$ cat src/sv/mqsfc_pkg.sv
// ----------------------------------------------------------------------------
// Multi-queue send flow control package
// Shared codes, payload structs and controller/datapath interface types.
// ----------------------------------------------------------------------------
`default_nettype none

package mqsfc_pkg;

	// Input operation codes.
	localparam logic [1:0] OP_PUSH   = 2'd0;
	localparam logic [1:0] OP_PERMIT = 2'd1;
	localparam logic [1:0] OP_ACK    = 2'd2;
	localparam logic [1:0] OP_TICK   = 2'd3;

	// Result kinds.
	localparam logic [2:0] KIND_SEND  = 3'd0;
	localparam logic [2:0] KIND_RTS   = 3'd1;
	localparam logic [2:0] KIND_MORE  = 3'd2;
	localparam logic [2:0] KIND_DONE  = 3'd3;
	localparam logic [2:0] KIND_ABORT = 3'd4;
	localparam logic [2:0] KIND_FULL  = 3'd5;

	// Configuration register indexes.
	localparam int CFG_INDEX_W = 2;
	localparam int CFG_DATA_W  = 16;
	localparam logic [CFG_INDEX_W-1:0] CFG_PRIORITY_BASE = 2'd0;
	localparam logic [CFG_INDEX_W-1:0] CFG_MAX_TIMEOUTS  = 2'd1;
	localparam logic [CFG_INDEX_W-1:0] CFG_ACK_TIMEOUT   = 2'd2;
	localparam logic [CFG_INDEX_W-1:0] CFG_GRANT_TIMEOUT = 2'd3;

	localparam int WEIGHT_W = 16;
	localparam int BASE_W   = 5;

	typedef struct packed {
		logic [1:0] opcode;
		logic [1:0] queue_index;
		logic [5:0] max_packets;
	} in_item_t;

	typedef struct packed {
		logic [2:0] kind;
		logic [1:0] queue_sel;
		logic [5:0] packet_count;
		logic       last;
	} out_item_t;

	typedef enum logic [1:0] {
		ST_IDLE,
		ST_DECODE,
		ST_POP,
		ST_FINISH
	} state_t;

	// Commands from the controller to the datapath.
	typedef struct packed {
		logic load;
		logic exec;
		logic permit_init;
		logic pop_step;
		logic finish;
	} cmd_t;

	// Status from the datapath to the controller.
	typedef struct packed {
		logic [1:0] op;
		logic       out_free;
		logic       total_zero;
		logic       burst_done;
	} status_t;

endpackage

`default_nettype wire

$ cat src/sv/mqsfc_weights.sv
// ----------------------------------------------------------------------------
// Weight generator
// Computes the round-robin weights base^(N-1-j), saturated to 16 bits, one
// queue per cycle with a shared multiplier, starting from the lowest priority.
// ----------------------------------------------------------------------------
`default_nettype none

module mqsfc_weights #(
	parameter int NUM_QUEUES = 4
) (
	input  wire logic                                           clk,
	input  wire logic                                           arst_n,
	input  wire logic                                           start,
	input  wire logic [mqsfc_pkg::BASE_W-1:0]                   base,
	output logic      [NUM_QUEUES-1:0][mqsfc_pkg::WEIGHT_W-1:0] weights,
	output logic                                                busy
);

	localparam int QW = (NUM_QUEUES > 1) ? $clog2(NUM_QUEUES) : 1;
	localparam int PROD_W = mqsfc_pkg::WEIGHT_W + mqsfc_pkg::BASE_W;

	logic [NUM_QUEUES-1:0][mqsfc_pkg::WEIGHT_W-1:0] weights_q;
	logic [mqsfc_pkg::WEIGHT_W-1:0]                 acc_q;
	logic [QW-1:0]                                  idx_q;
	logic                                           busy_q;
	logic [PROD_W-1:0]                              prod;
	logic [mqsfc_pkg::WEIGHT_W-1:0]                 prod_sat;

	assign prod = PROD_W'(acc_q) * PROD_W'(base);
	assign prod_sat = (|prod[PROD_W-1:mqsfc_pkg::WEIGHT_W]) ?
		{mqsfc_pkg::WEIGHT_W{1'b1}} : prod[mqsfc_pkg::WEIGHT_W-1:0];

	always_ff @(posedge clk or negedge arst_n) begin
		if (!arst_n) begin
			for (int i = 0; i < NUM_QUEUES; i++) begin
				weights_q[i] <= mqsfc_pkg::WEIGHT_W'(1);
			end
			busy_q <= 1'b0;
		end else if (start) begin
			weights_q[NUM_QUEUES-1] <= mqsfc_pkg::WEIGHT_W'(1);
			busy_q <= (NUM_QUEUES > 1);
		end else if (busy_q) begin
			weights_q[idx_q] <= prod_sat;
			if (idx_q == '0) begin
				busy_q <= 1'b0;
			end
		end
	end

	always_ff @(posedge clk) begin
		if (start) begin
			acc_q <= mqsfc_pkg::WEIGHT_W'(1);
			idx_q <= QW'((NUM_QUEUES > 1) ? NUM_QUEUES - 2 : 0);
		end else if (busy_q) begin
			acc_q <= prod_sat;
			idx_q <= idx_q - 1'b1;
		end
	end

	assign weights = weights_q;
	assign busy    = busy_q;

endmodule

`default_nettype wire

$ cat src/sv/mqsfc_ctrl.sv
// ----------------------------------------------------------------------------
// Flow control sequencer
// Accepts one transaction at a time and steps the datapath through decode,
// packet selection and the closing report of a permit.
// ----------------------------------------------------------------------------
`default_nettype none

module mqsfc_ctrl (
	input  wire logic                clk,
	input  wire logic                arst_n,
	input  wire logic                in_valid,
	output logic                     in_ready,
	input  wire logic                wgt_busy,
	input  wire mqsfc_pkg::status_t  status,
	output mqsfc_pkg::cmd_t          cmd
);

	mqsfc_pkg::state_t state_q, state_d;

	always_ff @(posedge clk or negedge arst_n) begin
		if (!arst_n) begin
			state_q <= mqsfc_pkg::ST_IDLE;
		end else begin
			state_q <= state_d;
		end
	end

	always_comb begin
		state_d  = state_q;
		cmd      = '0;
		in_ready = 1'b0;
		unique case (state_q)
			mqsfc_pkg::ST_IDLE: begin
				in_ready = !wgt_busy;
				if (in_valid && !wgt_busy) begin
					cmd.load = 1'b1;
					state_d  = mqsfc_pkg::ST_DECODE;
				end
			end
			mqsfc_pkg::ST_DECODE: begin
				if (status.op == mqsfc_pkg::OP_PERMIT) begin
					cmd.permit_init = 1'b1;
					state_d         = mqsfc_pkg::ST_POP;
				end else if (status.out_free) begin
					cmd.exec = 1'b1;
					state_d  = mqsfc_pkg::ST_IDLE;
				end
			end
			mqsfc_pkg::ST_POP: begin
				if (status.burst_done || status.total_zero) begin
					state_d = mqsfc_pkg::ST_FINISH;
				end else if (status.out_free) begin
					cmd.pop_step = 1'b1;
				end
			end
			mqsfc_pkg::ST_FINISH: begin
				if (status.out_free) begin
					cmd.finish = 1'b1;
					state_d    = mqsfc_pkg::ST_IDLE;
				end
			end
			default: begin
				state_d = mqsfc_pkg::ST_IDLE;
			end
		endcase
	end

endmodule

`default_nettype wire

$ cat src/sv/mqsfc_dpath.sv
// ----------------------------------------------------------------------------
// Flow control datapath
// Queue fill counters, arbitration pointer, retry timer, configuration
// registers and the result output register.
// ----------------------------------------------------------------------------
`default_nettype none

module mqsfc_dpath #(
	parameter int NUM_QUEUES  = 4,
	parameter int QUEUE_DEPTH = 64,
	parameter int MAX_BURST   = 32
) (
	input  wire logic                                           clk,
	input  wire logic                                           arst_n,
	input  wire logic                                           cfg_wr_en,
	input  wire logic [mqsfc_pkg::CFG_INDEX_W-1:0]              cfg_index,
	input  wire logic [mqsfc_pkg::CFG_DATA_W-1:0]               cfg_data,
	input  wire mqsfc_pkg::in_item_t                            in_data,
	input  wire mqsfc_pkg::cmd_t                                cmd,
	output mqsfc_pkg::status_t                                  status,
	input  wire logic [NUM_QUEUES-1:0][mqsfc_pkg::WEIGHT_W-1:0] weights,
	output logic                                                wgt_start,
	output logic      [mqsfc_pkg::BASE_W-1:0]                   base,
	output logic                                                out_valid,
	input  wire logic                                           out_ready,
	output mqsfc_pkg::out_item_t                                out_data
);

	localparam int QW     = (NUM_QUEUES > 1) ? $clog2(NUM_QUEUES) : 1;
	localparam int FILL_W = $clog2(QUEUE_DEPTH + 1);
	localparam int TOT_W  = $clog2(NUM_QUEUES * QUEUE_DEPTH + 1);
	localparam int WW     = mqsfc_pkg::WEIGHT_W;

	// Configuration registers.
	logic [mqsfc_pkg::BASE_W-1:0] base_q;
	logic [7:0]                   max_to_q;
	logic [15:0]                  ack_to_q;
	logic [15:0]                  grant_to_q;

	// Latched transaction.
	logic [1:0] op_q;
	logic [1:0] qi_q;
	logic [5:0] allow_q;
	logic [5:0] sent_q, sent_d;

	// Flow control state.
	logic [NUM_QUEUES-1:0][FILL_W-1:0] fill_q;
	logic [TOT_W-1:0]                  total_q, total_d;
	logic [QW-1:0]                     cur_q, cur_d;
	logic [WW-1:0]                     run_q, run_d;
	logic                              armed_q, armed_d;
	logic [15:0]                       left_q, left_d;
	logic [7:0]                        tmo_q, tmo_d;

	logic                 out_valid_q;
	mqsfc_pkg::out_item_t out_data_q;

	logic                 emit;
	mqsfc_pkg::out_item_t emit_item;
	logic                 fill_inc, fill_dec, fill_clr;
	logic [QW-1:0]        qi_idx, pop_idx, rd_idx;
	logic [FILL_W-1:0]    rd_fill;
	logic                 push_bad;
	logic [7:0]           tmo_next;
	logic [WW:0]          run_inc;

	function automatic logic [QW-1:0] next_idx(input logic [QW-1:0] q);
		return (q == QW'(NUM_QUEUES - 1)) ? '0 : q + 1'b1;
	endfunction

	assign qi_idx  = QW'(qi_q);
	assign pop_idx = (base_q != '0) ? cur_q : next_idx(cur_q);
	assign rd_idx  = (op_q == mqsfc_pkg::OP_PERMIT) ? pop_idx : qi_idx;
	assign rd_fill = fill_q[rd_idx];

	assign push_bad = (32'(qi_q) >= NUM_QUEUES) || (rd_fill >= FILL_W'(QUEUE_DEPTH));
	assign tmo_next = (tmo_q != 8'hFF) ? tmo_q + 1'b1 : tmo_q;
	assign run_inc  = {1'b0, run_q} + 1'b1;

	assign wgt_start = cfg_wr_en && (cfg_index == mqsfc_pkg::CFG_PRIORITY_BASE);
	assign base      = base_q;

	always_comb begin
		emit      = 1'b0;
		emit_item = '0;
		fill_inc  = 1'b0;
		fill_dec  = 1'b0;
		fill_clr  = 1'b0;
		total_d   = total_q;
		cur_d     = cur_q;
		run_d     = run_q;
		armed_d   = armed_q;
		left_d    = left_q;
		tmo_d     = tmo_q;
		sent_d    = sent_q;

		if (cmd.exec) begin
			unique case (op_q)
				mqsfc_pkg::OP_PUSH: begin
					if (push_bad) begin
						emit                = 1'b1;
						emit_item.kind      = mqsfc_pkg::KIND_FULL;
						emit_item.queue_sel = qi_q;
						emit_item.last      = 1'b1;
					end else begin
						fill_inc = 1'b1;
						total_d  = total_q + 1'b1;
						if (total_q == '0) begin
							armed_d        = 1'b1;
							left_d         = ack_to_q;
							emit           = 1'b1;
							emit_item.kind = mqsfc_pkg::KIND_RTS;
							emit_item.last = 1'b1;
						end
					end
				end
				mqsfc_pkg::OP_ACK: begin
					if (armed_q) begin
						left_d = grant_to_q;
					end
				end
				mqsfc_pkg::OP_TICK: begin
					if (armed_q) begin
						if (left_q <= 16'd1) begin
							emit           = 1'b1;
							emit_item.last = 1'b1;
							if ((max_to_q != '0) && (tmo_next >= max_to_q)) begin
								// Retry limit reached: give up and drop every queued packet.
								tmo_d          = '0;
								armed_d        = 1'b0;
								left_d         = '0;
								fill_clr       = 1'b1;
								total_d        = '0;
								emit_item.kind = mqsfc_pkg::KIND_ABORT;
							end else begin
								tmo_d          = tmo_next;
								armed_d        = 1'b1;
								left_d         = ack_to_q;
								emit_item.kind = mqsfc_pkg::KIND_RTS;
							end
						end else begin
							left_d = left_q - 1'b1;
						end
					end
				end
				default: begin
				end
			endcase
		end

		if (cmd.permit_init) begin
			armed_d = 1'b0;
			left_d  = '0;
			sent_d  = '0;
		end

		if (cmd.pop_step) begin
			if (base_q != '0) begin
				// Weighted: stay on a queue until it has sent its weight or runs dry.
				if (rd_fill == '0) begin
					run_d = '0;
					cur_d = next_idx(cur_q);
				end else begin
					if (run_inc >= {1'b0, weights[cur_q]}) begin
						run_d = '0;
						cur_d = next_idx(cur_q);
					end else begin
						run_d = run_inc[WW-1:0];
					end
					fill_dec = 1'b1;
				end
			end else begin
				cur_d = pop_idx;
				if (rd_fill != '0) begin
					fill_dec = 1'b1;
				end
			end
			if (fill_dec) begin
				total_d             = total_q - 1'b1;
				sent_d              = sent_q + 1'b1;
				emit                = 1'b1;
				emit_item.kind      = mqsfc_pkg::KIND_SEND;
				emit_item.queue_sel = 2'(rd_idx);
			end
		end

		if (cmd.finish) begin
			emit                   = 1'b1;
			emit_item.packet_count = sent_q;
			emit_item.last         = 1'b1;
			tmo_d                  = '0;
			if (total_q != '0) begin
				armed_d        = 1'b1;
				left_d         = ack_to_q;
				emit_item.kind = mqsfc_pkg::KIND_MORE;
			end else begin
				emit_item.kind = mqsfc_pkg::KIND_DONE;
			end
		end
	end

	always_ff @(posedge clk or negedge arst_n) begin
		if (!arst_n) begin
			base_q     <= '0;
			max_to_q   <= '0;
			ack_to_q   <= 16'd10;
			grant_to_q <= '0;
		end else if (cfg_wr_en) begin
			unique case (cfg_index)
				mqsfc_pkg::CFG_PRIORITY_BASE: base_q <= cfg_data[mqsfc_pkg::BASE_W-1:0];
				mqsfc_pkg::CFG_MAX_TIMEOUTS:  max_to_q <= cfg_data[7:0];
				mqsfc_pkg::CFG_ACK_TIMEOUT:   ack_to_q <= cfg_data;
				mqsfc_pkg::CFG_GRANT_TIMEOUT: grant_to_q <= cfg_data;
				default: begin
				end
			endcase
		end
	end

	always_ff @(posedge clk or negedge arst_n) begin
		if (!arst_n) begin
			fill_q      <= '0;
			total_q     <= '0;
			cur_q       <= '0;
			run_q       <= '0;
			armed_q     <= 1'b0;
			left_q      <= '0;
			tmo_q       <= '0;
			out_valid_q <= 1'b0;
		end else begin
			for (int i = 0; i < NUM_QUEUES; i++) begin
				if (fill_clr) begin
					fill_q[i] <= '0;
				end else if (fill_inc && (rd_idx == QW'(i))) begin
					fill_q[i] <= fill_q[i] + 1'b1;
				end else if (fill_dec && (rd_idx == QW'(i))) begin
					fill_q[i] <= fill_q[i] - 1'b1;
				end
			end
			total_q <= total_d;
			cur_q   <= cur_d;
			run_q   <= run_d;
			armed_q <= armed_d;
			left_q  <= left_d;
			tmo_q   <= tmo_d;
			if (emit) begin
				out_valid_q <= 1'b1;
			end else if (out_ready) begin
				out_valid_q <= 1'b0;
			end
		end
	end

	always_ff @(posedge clk) begin
		if (cmd.load) begin
			op_q    <= in_data.opcode;
			qi_q    <= in_data.queue_index;
			allow_q <= (in_data.max_packets > 6'(MAX_BURST)) ? 6'(MAX_BURST) :
				in_data.max_packets;
		end
		sent_q <= sent_d;
		if (emit) begin
			out_data_q <= emit_item;
		end
	end

	assign status.op         = op_q;
	assign status.out_free   = !out_valid_q || out_ready;
	assign status.total_zero = (total_q == '0);
	assign status.burst_done = (sent_q >= allow_q);

	assign out_valid = out_valid_q;
	assign out_data  = out_data_q;

endmodule

`default_nettype wire

$ cat src/sv/multi_queue_send_flow_control_unit.sv
// ----------------------------------------------------------------------------
// Multi-queue send flow control unit
// Sender side of a request-to-send flow control over several priority queues.
// ----------------------------------------------------------------------------
// One transaction is handled at a time. A push, acknowledge or tick is
// accepted, then decoded and applied, plus any wait for the output
// register to drain. A permit is accepted, then set up, then the arbiter
// examines one queue per step: a packet is sent on each step that finds
// data under the pointer, and up to NUM_QUEUES-1 empty queues may be passed
// over before a packet. A further step sees that the burst has ended
// and a last step issues the closing send-more or completed result. Every
// step that issues a result also waits while the output register holds a
// result that has not been taken, so the sequencer issues at most one result
// per cycle. Writing priority_base restarts the weight generator, which
// shares one multiplier across queues and holds off input while it runs.
// No clearing pass is needed after reset.
`default_nettype none

module multi_queue_send_flow_control_unit #(
	parameter int NUM_QUEUES  = 4,
	parameter int QUEUE_DEPTH = 64,
	parameter int MAX_BURST   = 32
) (
	input  wire logic                              clk,
	input  wire logic                              arst_n,
	input  wire logic                              cfg_wr_en,
	input  wire logic [mqsfc_pkg::CFG_INDEX_W-1:0] cfg_index,
	input  wire logic [mqsfc_pkg::CFG_DATA_W-1:0]  cfg_data,
	input  wire logic                              in_valid,
	output logic                                   in_ready,
	input  wire mqsfc_pkg::in_item_t               in_data,
	output logic                                   out_valid,
	input  wire logic                              out_ready,
	output mqsfc_pkg::out_item_t                   out_data
);

	mqsfc_pkg::cmd_t    cmd;
	mqsfc_pkg::status_t status;
	logic                                           wgt_start;
	logic                                           wgt_busy;
	logic [mqsfc_pkg::BASE_W-1:0]                   base;
	logic [NUM_QUEUES-1:0][mqsfc_pkg::WEIGHT_W-1:0] weights;

	mqsfc_weights #(
		.NUM_QUEUES(NUM_QUEUES)
	) u_weights (
		.clk     (clk),
		.arst_n  (arst_n),
		.start   (wgt_start),
		.base    (base),
		.weights (weights),
		.busy    (wgt_busy)
	);

	mqsfc_ctrl u_ctrl (
		.clk      (clk),
		.arst_n   (arst_n),
		.in_valid (in_valid),
		.in_ready (in_ready),
		.wgt_busy (wgt_busy),
		.status   (status),
		.cmd      (cmd)
	);

	mqsfc_dpath #(
		.NUM_QUEUES  (NUM_QUEUES),
		.QUEUE_DEPTH (QUEUE_DEPTH),
		.MAX_BURST   (MAX_BURST)
	) u_dpath (
		.clk       (clk),
		.arst_n    (arst_n),
		.cfg_wr_en (cfg_wr_en),
		.cfg_index (cfg_index),
		.cfg_data  (cfg_data),
		.in_data   (in_data),
		.cmd       (cmd),
		.status    (status),
		.weights   (weights),
		.wgt_start (wgt_start),
		.base      (base),
		.out_valid (out_valid),
		.out_ready (out_ready),
		.out_data  (out_data)
	);

endmodule

`default_nettype wire

$ cat config.mk
export PLATFORM = sky130hd
export DESIGN_NAME = multi_queue_send_flow_control_unit
export DESIGN_NICKNAME = d
export VERILOG_FILES = /design/src/sv/mqsfc_pkg.sv /design/src/sv/mqsfc_weights.sv /design/src/sv/mqsfc_ctrl.sv /design/src/sv/mqsfc_dpath.sv /design/src/sv/multi_queue_send_flow_control_unit.sv
export SDC_FILE = /design/constraint.sdc
export NUM_CORES = 1
export LEC_CHECK = 0
export BUFFER_PORTS_ARGS = -buffer_cell sky130_fd_sc_hd__buf_2
export CORE_ASPECT_RATIO = 2
export CORE_MARGIN = 3
export CORE_UTILIZATION = 50
export CTS_BUF_LIST = sky130_fd_sc_hd__clkbuf_4
export DETAILED_ROUTE_END_ITERATION = 16
export PLACE_DENSITY = 0.68
export SLEW_MARGIN = 20
export SYNTH_ARGS = -nofsm -noshare
export SYNTH_HDL_FRONTEND = slang
export SYNTH_SLANG_ARGS = --single-unit
$ cat constraint.sdc
create_clock -name clk -period 7.4 [get_ports clk]
set_clock_uncertainty 0.2 [all_clocks]
set_input_delay 0.37 -clock clk [delete_from_list [all_inputs] [get_ports clk]]
set_output_delay 0.37 -clock clk [all_outputs]
set_load 0.02 [all_outputs]
==> flow_summary_export.csv <==
group,metric,value,unit
place,place.gp.congestion,0.909,
layout,final_common_cell,"dfrtp_1",
flow_run,timing.max_cap.violations,0,
place,dp_hpwl,31.5,mm
worst_setup_path,end_kind,"flop",
logic_synthesis,synth-edff-count,22,
cts,cts_sinks,239,
logic_synthesis,synth_warnings,0,
logic_synthesis,syn_inst,1766,
die,initial_core_util,50.6,%
layout,finalNetCount,2003,
detailed_routing,ant_nets,0,
cts,clock_latency,0.73,ns
power_and_ir_drop,leakagePower,7.95,nW
sta,finalHoldViolCount,0,
die,die_x,134,um
worst_setup_path,critPathRequiredTime,7.75,ns
power_and_ir_drop,p_per_area,487,nW/um^2
cts,ctsLongestPathBuffers,3,
worst_setup_path,critPathMaxStageDelay,0.79,ns
detailed_routing,wire_per_inst,18.9,um
cts,tritoncts,"done",
logic_synthesis,syn_avg_cell_area,9.24,um^2
logic_synthesis,synth_fp_nets,1940,
detailed_routing,vias_per_cell,5.96,
worst_setup_path,cp-start-kind,"flop",
worst_setup_path,crit_type,"reg -> reg",
cts,clkTransAtPathRegs,0.07,ns
detailed_routing,drc,0,
place,port_buffers,46,
logic_synthesis,synthArstFlopShare,80.8,%
worst_setup_path,arrival,6.25,ns
worst_setup_path,r2r-start,"u_dpath.base[4]",
worst_setup_path,crit_chain,"nand2_1 -> fa_1 -> inv_1 -> fa_1 -> inv_1 -> fa_1 -> inv_1 -> ha_1 -> a21o_1 -> or4b_2 -> nor3_1 -> o21a_1 -> o22ai_1 -> nor4_4 -> buf_4 -> a31oi_1",
place,dp_cells,2164,
sta,setup_tns,0,ns
die,fp.dieArea,35000,um^2
sta,period_needed,5.90,ns
sta,rsz0062_at_grt,"no",
detailed_routing,wirelength,43.5,mm
logic_synthesis,synth_cell_types,84,
sta,finalMaxSlewViolations,0,
sta,fmax,170,MHz
worst_setup_path,crit_path_start,"u_dpath.base[4]",
min_path,min_from,"in_data[9]",
global_route,grt_pass1_wl,71.1,mm
die,rows,93,
die,coreArea,32200,um^2
sta,finalCritPeriodShare,79.7,%
global_route,track_usage,25.0,%
cts,cts_setup_buffers,0,
logic_synthesis,ys_seq_area_share,36.6,%
logic_synthesis,synth.ff_latch_count,239,
outcome,status,"complete, no violations",
global_route,antenna_found_initial,2,
layout,final_cell_mix,"dfrtp_1 (187), nand2_1 (161), nor2_1 (139)",
layout,area_growth,10.1,%
worst_setup_path,crit_path_top_delay_cell,"dfrtp_1",
cts,cts_buffers,54,
die,io_pins,47,
detailed_routing,vias,13700,
power_and_ir_drop,ir_drop,1.27,mV
sta,setup_viol_count_final,0,
die,die_h,261,um
min_path,min_path_type,"in -> reg",
detailed_routing,drtIter0Drc,911,
sta,maxSlewHeadroom,27.6,%
cts,htreeDepth,2,
layout,stdcell_count,2304,
logic_synthesis,netlist_area,16300,um^2
cts,root_buffer,"clkbuf_4",
detailed_routing,firstDrtPassIters,7,
global_route,grt_pass1_vias,14200,
place,dpl_cell_area,16800,um^2
logic_synthesis,ys.flop_type,"dfrtp_1",
layout,final_area,18000,um^2
global_route,grt_max_degree,81,
worst_setup_path,crit_fanout,80,
sta,worst-slew-pin-transition,1.07,ns
global_route,grt_remaining_overflow,0,
layout,drive_gt1_share,14.3,%
cts,cts_resized,0,
registers in the layout, summed over array words and instances, names as in the netlist, 12 cells and up:
register            flops
u_weights.weights      64
u_dpath.fill_q         28
u_dpath.ack_to_q       16
u_dpath.grant_to_q     16
u_dpath.left_q         16
u_dpath.run_q          16
u_weights.acc_q        16
u_dpath.out_data       12
cells by family after synthesis:
logic type | after synthesis | share of synthesized area (%)
buffers and inverters | 222 | 5.54
adders and majority gates | 141 | 12.9
DFF | 239 | 36.6
muxes | 87 | 6.95
and+or+nand+nor | 597 | 18.2
xor gates and xnor gates | 56 | 3.01
AOI/OAI and AO/OA | 424 | 16.8
synth_stat cells (all sizes together), types with 15 or more instances:
| cell | instances | area share (%) |
|---|---|---|
| ha | 95 | 7.3 |
| nor2 | 142 | 3.3 |
| buf | 30 | 1.1 |
| dfxtp | 24 | 2.9 |
| fa | 46 | 5.6 |
| a21o | 25 | 1.2 |
| a31oi | 112 | 4.3 |
| nor4 | 17 | 0.77 |
| clkbuf | 66 | 1.5 |
| a21oi | 75 | 2.5 |
| nor3 | 24 | 0.77 |
| mux4 | 16 | 2.2 |
| mux2i | 21 | 1.3 |
| nand4 | 28 | 1.1 |
| mux2 | 50 | 3.5 |
| and2 | 74 | 2.8 |
| o21ai | 103 | 3.2 |
| dfrtp | 187 | 29 |
| xnor2 | 33 | 1.8 |
| xor2 | 23 | 1.2 |
| inv | 125 | 2.9 |
| edfxtp | 22 | 4.0 |
| nand2 | 161 | 3.7 |
| nand3 | 59 | 1.8 |
| and3 | 24 | 0.92 |
| nor2b | 15 | 0.58 |
layer usage:
metal | vias up | share of wire, % | GRT usage, % | routed length (um)
li1 | 6442 | - | - | -
met1 | 6728 | 36 | 25.8 | 15500
met2 | 432 | 55 | 48.0 | 24000
met3 | 141 | 3.8 | 2.81 | 1650
met4 | 0 | 5.5 | 14.6 | 2380
met5 | - | 0 | 0 | 0
worst max-delay path: cells and delay by family (launching register included):
kind | cells | cell delay [ns]
simple gates | 4 | 1.25
compound gates | 4 | 0.64
fa+ha+maj | 4 | 2.02
flops | 1 | 0.79
buf+inv | 4 | 0.82
worst paths after layout:
path	endpoint	slack [ns]	cells after the start
hold reg to reg	u_weights.weights[16]	0.31	2
min in group asynchronous	u_dpath.tmo_q[6]	0.43	3
hold / removal	u_dpath.op_q[1]	0.20	2
setup reg to reg	u_weights.weights[41]	1.50	16
setup / recovery	u_weights.weights[41]	1.50	16
max in group asynchronous	u_weights.weights[62]	5.42	4
where the power goes:
group          switching [W]  internal (W)
Combinational        0.00350       0.00193
Sequential          0.000437       0.00176
Clock               0.000559      0.000554
layout make-up:
type | count | area [um^2]
multi-input combinational | 1305 | 9470
antenna | 2 | 5.00
inverter | 126 | 473
tap | 427 | 534
timing repair buffer | 103 | 774
fill | 2977 | 14300
sequential | 239 | 5980
clock buffer | 84 | 631
clock inverter | 18 | 98.8
metrics by stage:
step           hold WS [ns]  total power (W)  setup slack [ns]  utilization (%)
5_1_grt               0.160          0.00948              1.20             55.7
3_5_place_dp          0.200          0.00760              1.53             52.2
2_1_floorplan        -0.126          0.00603              2.05                -
6_report              0.202          0.00874              1.50             55.7
3_3_place_gp          0.197          0.00743              1.62             52.2
4_1_cts               0.137          0.00876              1.50             55.6
timing repair:
action / in CTS / in global routing
setup endpoints to repair: 0 / 0
hold buffers: 36 / 0
hold endpoints to repair: 129 / 0
(Power assumes the default switching activity.)
